`config.mk`:
```
export PLATFORM = sky130hd
export DESIGN_NAME = servo_bus_packet_receiver
export DESIGN_NICKNAME = d
export VERILOG_FILES = /design/src/design/sbpr_pkg.sv /design/src/design/sbpr_parser.sv /design/src/design/servo_bus_packet_receiver.sv
export SDC_FILE = /design/constraint.sdc
export NUM_CORES = 1
export LEC_CHECK = 0
export BUFFER_PORTS_ARGS = -buffer_cell sky130_fd_sc_hd__buf_2
export CAP_MARGIN = 20
export CORE_ASPECT_RATIO = 0.6
export CORE_UTILIZATION = 58
export CTS_BUF_LIST = sky130_fd_sc_hd__clkbuf_4 sky130_fd_sc_hd__clkbuf_8 sky130_fd_sc_hd__clkbuf_16
export CTS_CLUSTER_DIAMETER = 100
export CTS_CLUSTER_SIZE = 30
export DETAILED_ROUTE_END_ITERATION = 8
export PLACE_DENSITY = 0.8
export RECOVER_POWER = 50
export SLEW_MARGIN = 20
export SYNTH_ARGS = -nofsm -noshare
export SYNTH_HDL_FRONTEND = slang
export SYNTH_HIERARCHICAL = 1
export SYNTH_SLANG_ARGS = --single-unit
```
`constraint.sdc`:
```
create_clock -name clk -period 3.2 [get_ports clk]
set_input_delay 0.16 -clock clk [delete_from_list [all_inputs] [get_ports clk]]
set_output_delay 0.16 -clock clk [all_outputs]
set_load 0.01 [all_outputs]
```
`src/design/sbpr_pkg.sv`:
```
// Package for the servo bus packet receiver.
// Holds protocol constants, status codes and the parser result type; no dependencies.
package sbpr_pkg;

    localparam int MAX_PARAMS = 128;
    localparam int POS_WIDTH  = $clog2(MAX_PARAMS + 1);

    localparam logic [7:0] HDR_BYTE = 8'hFF;
    localparam logic [7:0] MIN_LEN  = 8'd2;

    typedef enum logic [2:0] {
        ST_NONE    = 3'd0,
        ST_PARAM   = 3'd1,
        ST_GOOD    = 3'd2,
        ST_BAD_SUM = 3'd3,
        ST_LEN_ERR = 3'd4
    } status_t;

    typedef enum logic [5:0] {
        PH_HUNT0 = 6'b000001,
        PH_HUNT1 = 6'b000010,
        PH_ID    = 6'b000100,
        PH_LEN   = 6'b001000,
        PH_INSTR = 6'b010000,
        PH_PARAM = 6'b100000
    } phase_t;

    typedef struct packed {
        status_t    status;
        logic [7:0] packet_id;
        logic [7:0] instruction_code;
        logic [6:0] param_index;
        logic [7:0] param_value;
        logic [7:0] param_count;
    } result_t;

endpackage

```
`src/design/sbpr_parser.sv`:
```
// Packet parse state for the servo bus receiver: header hunt, id, length,
// instruction, parameters and checksum. Depends on sbpr_pkg.
module sbpr_parser (
    input  logic               clk,
    input  logic               rst_n,
    input  logic               advance,
    input  logic [7:0]         byte_in,
    output sbpr_pkg::result_t  result
);

    sbpr_pkg::phase_t                 phase_reg, phase_next;
    logic [sbpr_pkg::POS_WIDTH-1:0]   pos_reg, pos_next;
    logic [7:0]                       id_reg, id_next;
    logic [7:0]                       instr_reg, instr_next;
    logic [7:0]                       count_reg, count_next;
    logic [7:0]                       sum_reg, sum_next;

    logic [8:0]                       len_minus;
    logic                             len_bad;
    logic [7:0]                       sum_add;
    sbpr_pkg::status_t                status;
    logic [6:0]                       index_out;
    logic [7:0]                       value_out;

    assign len_minus = {1'b0, byte_in} - {1'b0, sbpr_pkg::MIN_LEN};
    assign len_bad   = (byte_in < sbpr_pkg::MIN_LEN)
                    || (len_minus > 9'(sbpr_pkg::MAX_PARAMS));
    assign sum_add   = sum_reg + byte_in;

    always_comb
    begin
        phase_next = phase_reg;
        pos_next   = pos_reg;
        id_next    = id_reg;
        instr_next = instr_reg;
        count_next = count_reg;
        sum_next   = sum_reg;
        status     = sbpr_pkg::ST_NONE;
        index_out  = '0;
        value_out  = '0;
        case (phase_reg)
            sbpr_pkg::PH_HUNT0:
            begin
                if (byte_in == sbpr_pkg::HDR_BYTE)
                begin
                    phase_next = sbpr_pkg::PH_HUNT1;
                end
            end
            sbpr_pkg::PH_HUNT1:
            begin
                if (byte_in == sbpr_pkg::HDR_BYTE)
                begin
                    id_next    = '0;
                    instr_next = '0;
                    count_next = '0;
                    sum_next   = '0;
                    phase_next = sbpr_pkg::PH_ID;
                end
                else
                begin
                    phase_next = sbpr_pkg::PH_HUNT0;
                end
            end
            sbpr_pkg::PH_ID:
            begin
                id_next    = byte_in;
                sum_next   = sum_add;
                phase_next = sbpr_pkg::PH_LEN;
            end
            sbpr_pkg::PH_LEN:
            begin
                if (len_bad)
                begin
                    status     = sbpr_pkg::ST_LEN_ERR;
                    count_next = '0;
                    phase_next = sbpr_pkg::PH_HUNT0;
                end
                else
                begin
                    count_next = len_minus[7:0];
                    sum_next   = sum_add;
                    phase_next = sbpr_pkg::PH_INSTR;
                end
            end
            sbpr_pkg::PH_INSTR:
            begin
                instr_next = byte_in;
                sum_next   = sum_add;
                pos_next   = '0;
                phase_next = sbpr_pkg::PH_PARAM;
            end
            sbpr_pkg::PH_PARAM:
            begin
                if (8'(pos_reg) < count_reg)
                begin
                    status    = sbpr_pkg::ST_PARAM;
                    index_out = 7'(pos_reg);
                    value_out = byte_in;
                    sum_next  = sum_add;
                    pos_next  = pos_reg + 1'b1;
                end
                else
                begin
                    status     = (~sum_reg == byte_in) ? sbpr_pkg::ST_GOOD
                                                       : sbpr_pkg::ST_BAD_SUM;
                    phase_next = sbpr_pkg::PH_HUNT0;
                end
            end
            default:
            begin
                phase_next = sbpr_pkg::PH_HUNT0;
            end
        endcase
    end

    always_ff @(posedge clk or negedge rst_n)
    begin
        if (!rst_n)
        begin
            phase_reg <= sbpr_pkg::PH_HUNT0;
            pos_reg   <= '0;
            id_reg    <= '0;
            instr_reg <= '0;
            count_reg <= '0;
            sum_reg   <= '0;
        end
        else if (advance)
        begin
            phase_reg <= phase_next;
            pos_reg   <= pos_next;
            id_reg    <= id_next;
            instr_reg <= instr_next;
            count_reg <= count_next;
            sum_reg   <= sum_next;
        end
    end

    assign result.status           = status;
    assign result.packet_id        = id_next;
    assign result.instruction_code = instr_next;
    assign result.param_index      = index_out;
    assign result.param_value      = value_out;
    assign result.param_count      = count_next;

endmodule

```
`src/design/servo_bus_packet_receiver.sv`:
```
// Servo bus packet receiver top level: parser plus registered output item.
// The result item of an accepted byte is registered onto m_tdata/m_tuser in the cycle after it.
// Throughput: one byte per cycle; s_tready drops only while the output item stalls.
// Reset (rst_n, async, active low): header hunt, held id/instruction/count/sum zero,
// no output item pending. Depends on sbpr_pkg and sbpr_parser.
module servo_bus_packet_receiver (
    input  logic        clk,
    input  logic        rst_n,
    input  logic        s_tvalid,
    output logic        s_tready,
    input  logic [7:0]  s_tdata,   // [7:0] byte_in
    output logic        m_tvalid,
    input  logic        m_tready,
    output logic [39:0] m_tdata,   // [7:0] packet_id, [15:8] instruction_code,
                                   // [22:16] param_index, [30:23] param_value,
                                   // [38:31] param_count, [39] zero
    output logic [2:0]  m_tuser    // [2:0] status
);

    sbpr_pkg::result_t  result;
    sbpr_pkg::result_t  out_reg;
    logic               out_valid_reg;
    logic               accept;

    assign s_tready = !out_valid_reg || m_tready;
    assign accept   = s_tvalid && s_tready;

    sbpr_parser u_parser (
        .clk     (clk),
        .rst_n   (rst_n),
        .advance (accept),
        .byte_in (s_tdata),
        .result  (result)
    );

    always_ff @(posedge clk or negedge rst_n)
    begin
        if (!rst_n)
        begin
            out_valid_reg <= 1'b0;
        end
        else if (s_tready)
        begin
            out_valid_reg <= s_tvalid;
        end
    end

    always_ff @(posedge clk)
    begin
        if (accept)
        begin
            out_reg <= result;
        end
    end

    assign m_tvalid = out_valid_reg;
    assign m_tuser  = out_reg.status;
    assign m_tdata  = {1'b0, out_reg.param_count, out_reg.param_value,
                       out_reg.param_index, out_reg.instruction_code,
                       out_reg.packet_id};

    // A parameter item always lies inside the declared count.
    assert property (@(posedge clk) disable iff (!rst_n)
        (m_tvalid && (m_tuser == sbpr_pkg::ST_PARAM))
            |-> (8'(m_tdata[22:16]) < m_tdata[38:31]))
        else $error("parameter index beyond declared count");

    // A length error clears the declared count.
    assert property (@(posedge clk) disable iff (!rst_n)
        (m_tvalid && (m_tuser == sbpr_pkg::ST_LEN_ERR)) |-> (m_tdata[38:31] == 8'd0))
        else $error("length error with nonzero count");

    // Input stalls only behind a pending, unaccepted output item.
    assert property (@(posedge clk) disable iff (!rst_n)
        !s_tready |-> (out_valid_reg && !m_tready))
        else $error("input stalled without output backpressure");

    // An accepted byte always yields an output item next cycle.
    assert property (@(posedge clk) disable iff (!rst_n)
        accept |=> m_tvalid)
        else $error("accepted byte produced no item");

endmodule
```
; Word-level counts from Yosys, hierarchy flattened
; Index checks and enable logic that the tools add are counted.
; W data, S select, Z words.
[op_classes]
add_sub_neg = 3
order_cmp = 3
n_eq_ne = 13
muxes = 22
bitwise = 1
n_reduce_logical = 11
[op_table]
columns = operator, n
row1 = $mux W8, 8
row2 = $pmux W8 S2, 4
row3 = $pmux W6 S6, 1
row4 = $pmux W8 S4, 1
row5 = $mux W6, 2
row6 = $gt A9 B8 Y1 const B, 1
row7 = $mux W3, 3
row8 = $sub A8 B2 Y9 const B, 1
row9 = $add A8 B1 Y8 const B, 1
row10 = $add A8 B8 Y8, 1
row11 = $eq A8 B8 Y1, 1
row12 = $eq A8 B8 Y1 const B, 1
row13 = $lt A8 B2 Y1 const B, 1
row14 = $lt A8 B8 Y1, 1
row15 = $not A8 Y8, 1
row16 = $eq A6 B1 Y1 const B, 1
row17 = $eq A6 B2 Y1 const B, 1
row18 = $eq A6 B3 Y1 const B, 1
row19 = $eq A6 B4 Y1 const B, 1
row20 = $eq A6 B5 Y1 const B, 1
row21 = $eq A6 B6 Y1 const B, 1
row22 = $ne A2 B1 Y1 const B, 3
row23 = $pmux W3 S2, 1
row24 = $reduce_and A3 Y1, 2
row25 = 11 further kinds, 13
[totals]
reg_bits = 89
output_inout_bits = 45
elab_cells = 66

; Depth between registers and ports, before layout
[logic_depth]
ltp_word = 5
ltp_mapped = 9

; Cells and area by module
; Netlist, hierarchy kept.
[modules_own_cells]
columns = mod, instances, cells_per_inst, area_per_inst_um2
row1 = sbpr_parser, 1, 331, 3128.0
row2 = servo_bus_packet_receiver, 1, 48, 1326.3

; Worst setup path before layout
; No wires, ideal clock.
[synth_path]
path_type = reg2reg
start = register u_parser/pos_reg[2] (netlist bit)
end = register u_parser.sum_reg[0]
setup_time_ns = 0.125
t_arrival_ns = 2.269
path_slack_ns = 0.806
path_stages_with_launch = 8
synth_period_minus_slack_ns = 2.394
cell_sequence = dfrtp_1 ha_1 a211oi_1 o21ai_0 a211oi_2 a22oi_1 nor3_4 mux2_2
[synth_via]
elab_chain_len = 3
[synth_lines]
columns = element, line
row1 = start: declaration, sbpr_parser.sv:12  ; logic [sbpr_pkg::POS_WIDTH-1:0] pos_reg, pos_next;
row2 = start signal: assignment, sbpr_parser.sv:130  ; pos_reg <= pos_next;
row3 = $lt A8 B8 Y1, sbpr_parser.sv:94  ; if (8'(pos_reg) < count_reg)
row4 = $ne A2 B1 Y1 (no line), --
row5 = $reduce_and A5 Y1 (no line), --
row6 = end signal: assignment, sbpr_parser.sv:134  ; sum_reg <= sum_next;
row7 = end: declaration, sbpr_parser.sv:16  ; logic [7:0] sum_reg, sum_next;
; Every way passes these cells.
; A chain may end at the register's enable or synchronous reset.

; Worst setup path after layout
[layout_path]
start = register out_valid_reg, in the netlist m_tvalid
end = register u_parser/pos_reg[7] (netlist bit)
[layout_via]
elab_chain_len = 4
[layout_lines]
columns = element, line
row1 = start: declaration, servo_bus_packet_receiver.sv:22  ; logic out_valid_reg;
row2 = start signal: assignment, servo_bus_packet_receiver.sv:44  ; out_valid_reg <= s_tvalid;
row3 = $logic_not A1 Y1, servo_bus_packet_receiver.sv:25  ; assign s_tready = !out_valid_reg || m_tready;
row4 = $logic_or A1 B1 Y1, servo_bus_packet_receiver.sv:25
row5 = $logic_and A1 B1 Y1, servo_bus_packet_receiver.sv:26  ; assign accept = s_tvalid && s_tready;
row6 = net accept, servo_bus_packet_receiver.sv:23  ; logic accept;
row7 = $reduce_and A3 Y1 (no line), --
; The timed path passes the listed nets, and every way through them passes these cells.

==> results.ini <==
[critical_path]
required_ps = 3420
crit_chain = nand2b_2 > and2_0 > buf_4 > and2_1 > or4_1 > nand2_1
start_kind = register
crit_slowest_cell = and2_0
worstSetupPathType = register to register
crit_path_max_fanout = 35
cp.arrival_ps = 2980
max_stage_delay_ps = 900
endpoint_kind = register

[timing]
maxSlewViolCount = 0
setup_viol = 0
fmax_mhz = 362
rsz0062_at_grt = false
fin_skew_ps = 6.64
layout_setup_ws_ps = 439
hold_slack_ps = 16.8
setup-tns-final_ps = 0
fin_crit_sh = 0.863
tightest_slew_ps = 1200
relSlewSlack = 0.201
finalHoldViolCount = 0
period_needed_ps = 2760

[route]
first_iter_violations = 421
top_layer_used = met4
drtPass1Iterations = 5
met1Wirelength_microns = 4680
routedWlPerCell_microns = 18.4
wl_microns = 9930
via_per_inst = 6.07
drc_errors = 0
ant_nets = 0
met2_length_microns = 4240
wl_met3_microns = 944
via_count = 3277

[cts]
clk_path_buf_depth = 2
cts.sinks = 89
cts_tree = done
path_clk_slew_ps = 60
clk-insertion-delay-late_ps = 340
cts_max_level = 3
cts_made_buffers = 9
root_buffer = clkbuf_16

[pwr]
ir_drop_mv = 0.324
p_leak_nw = 2.17
finalPower_w = 0.00260
powerDensity_mw_per_mm2 = 517

[synthesis]
netlist.area_leader.share = 0.283
synth-edff-count = 42
syn_inst = 379
synth.cell_area_sq_mm = 0.00445
ys.flop_type = dfrtp_1
yosysWarnings = 6
synth_cell_types = 64
async_flop_share = 0.528
yosysTopAreaCell = edfxtp_1
synthTopCellsByCount = 46 x dfrtp_1, 42 x edfxtp_1, 37 x a22o_1, 28 x nor2_1, 20 x nand2_1
ys_seq_area_frac = 0.547
yosysMostFrequentCell = dfrtp_1
synth_seq_cells = 89
synth.avg_cell_area_sq_um = 11.8
synthTopCellsByArea = edfxtp_1 28%, dfrtp_1 26%, a22o_1 7.3%
synth_nets = 408

[finish]
fin_area_sq_mm = 0.00503
fillers = 560
multiInputGateArea_sq_mm = 0.00184
largest_reg_flops = 39
antenna_cells = 0
layout-drive-gt1-share = 0.122
seqCellArea_sq_mm = 0.00244
syn_to_final_growth_pct = 13.0
fin_nets = 460

[floorplanning]
start_util = 0.605
die_h_microns = 69.9
die_x_microns = 115
die_area_sq_mm = 0.00805
fp.coreArea_sq_mm = 0.00736
rows = 24
ioPinCount = 57

[run]
maxCapViolCount = 0

[grt]
antenna_found_initial = 0
grt_pass1_vias = 3073
grt_max_degree = 48
grt_pass1_wl_microns = 16100
grt_use_total = 0.268
gr-total-overflow = 0

[place]
post-place-ws_ps = 664
gp_congestion = 0.910
place.port_buffers = 55
dpl.hpwl_microns = 6730
placed_area_sq_mm = 0.00481

[min_path]
hold_path.class = primary input to register

[status]
status = complete, no violations

[final cells by class]
| class | instances | share of cell area |
|---|---|---|
| sequential | 89 | 0.485 |
| multi-input combinational | 251 | 0.366 |
| clock inverter | 6 | 0.00995 |
| inverter | 18 | 0.0134 |
| timing repair buffer | 62 | 0.0540 |
| clock buffer | 10 | 0.0462 |
| tap | 104 | 0.0259 |
[stage by stage]
| stage | utilization | instances |
|---|---|---|
| 2_1_floorplan | - | 379 |
| 3_3_place_gp | 0.654 | 523 |
| 3_5_place_dp | 0.654 | 523 |
| 4_1_cts | 0.693 | 539 |
| 5_1_grt | 0.684 | 540 |
| 6_report | 0.684 | 540 |
[cells by family after synthesis]
kind of cell | Yosys count | share of synthesized area
buf+inv | 39 | 0.0360
flops | 89 | 0.547
xor+xnor | 16 | 0.0315
simple gates | 104 | 0.131
fa+ha+maj | 17 | 0.0494
other cells | 1 | 0.000842
compound gates | 103 | 0.179
mux | 10 | 0.0253
[cell usage in the layout (no fill, tap or decap), drive strengths merged, types with 3 or more instances in the layout]
master | synthesis | final
clkbuf | 16 | 56
dfrtp | 46 | 46
edfxtp | 42 | 42
a22o | 37 | 37
nor2 | 28 | 28
o21ai | 21 | 21
nand2 | 20 | 20
inv | 18 | 20
and2 | 19 | 19
ha | 16 | 16
buf | 5 | 15
xor2 | 10 | 10
mux2 | 10 | 10
a21oi | 9 | 9
xnor2 | 6 | 6
a32o | 6 | 6
nand4 | 5 | 5
o211ai | 4 | 4
nor3 | 4 | 4
a211oi | 4 | 4
nor3b | 4 | 4
or4 | 4 | 4
nor2b | 3 | 3
nand3 | 3 | 3
a21o | 3 | 3
nand2b | 3 | 3
[power by group]
group / internal, W / total, W / leakage [nW] / switching, W
logic: 0.000113 / 0.000290 / 0.977 / 0.000178
clock network: 0.000542 / 0.000989 / 0.133 / 0.000446
registers: 0.00128 / 0.00132 / 1.06 / 0.0000475
[timing repair]
action,in CTS,in global routing
setup endpoints to repair,0,0
setup buffers,0,0
hold buffers,0,1
resized for setup,0,0
hold endpoints to repair,0,46
[worst paths after layout]
kind | start | endpoint | slack [ps] | cells past startpoint
max in group asynchronous | rst_n | u_parser/pos_reg[6]$_DFFE_PN0P_ | 1870 | 2
hold / removal | s_tvalid | m_tvalid$_DFFE_PN0P_ | 20 | 2
min in group asynchronous | rst_n | u_parser/id_reg[0]$_DFFE_PN0P_ | 590 | 2
hold reg to reg | u_parser/instr_reg[2]$_DFFE_PN0P_ | u_parser/instr_reg[2]$_DFFE_PN0P_ | 480 | 2
setup / recovery | m_tvalid$_DFFE_PN0P_ | u_parser/pos_reg[7]$_DFFE_PN0P_ | 440 | 6
setup reg to reg | m_tvalid$_DFFE_PN0P_ | u_parser/pos_reg[7]$_DFFE_PN0P_ | 440 | 6
[routing by layer]
| metal | track usage | up-vias |
|---|---|---|
| li1 | - | 1518 |
| met1 | 0.414 | 1567 |
| met2 | 0.366 | 182 |
| met3 | 0.0851 | 10 |
| met4 | 0.0592 | 0 |
| met5 | 0 | - |
[worst max-delay path: cells and delay by family (launching register included)]
family,cells,cell delay [ps]
buffers and inverters,1,520
flip-flops,1,390
AND/OR/NAND/NOR,5,1730
No activity file was read; power rests on OpenSTA's default activity.
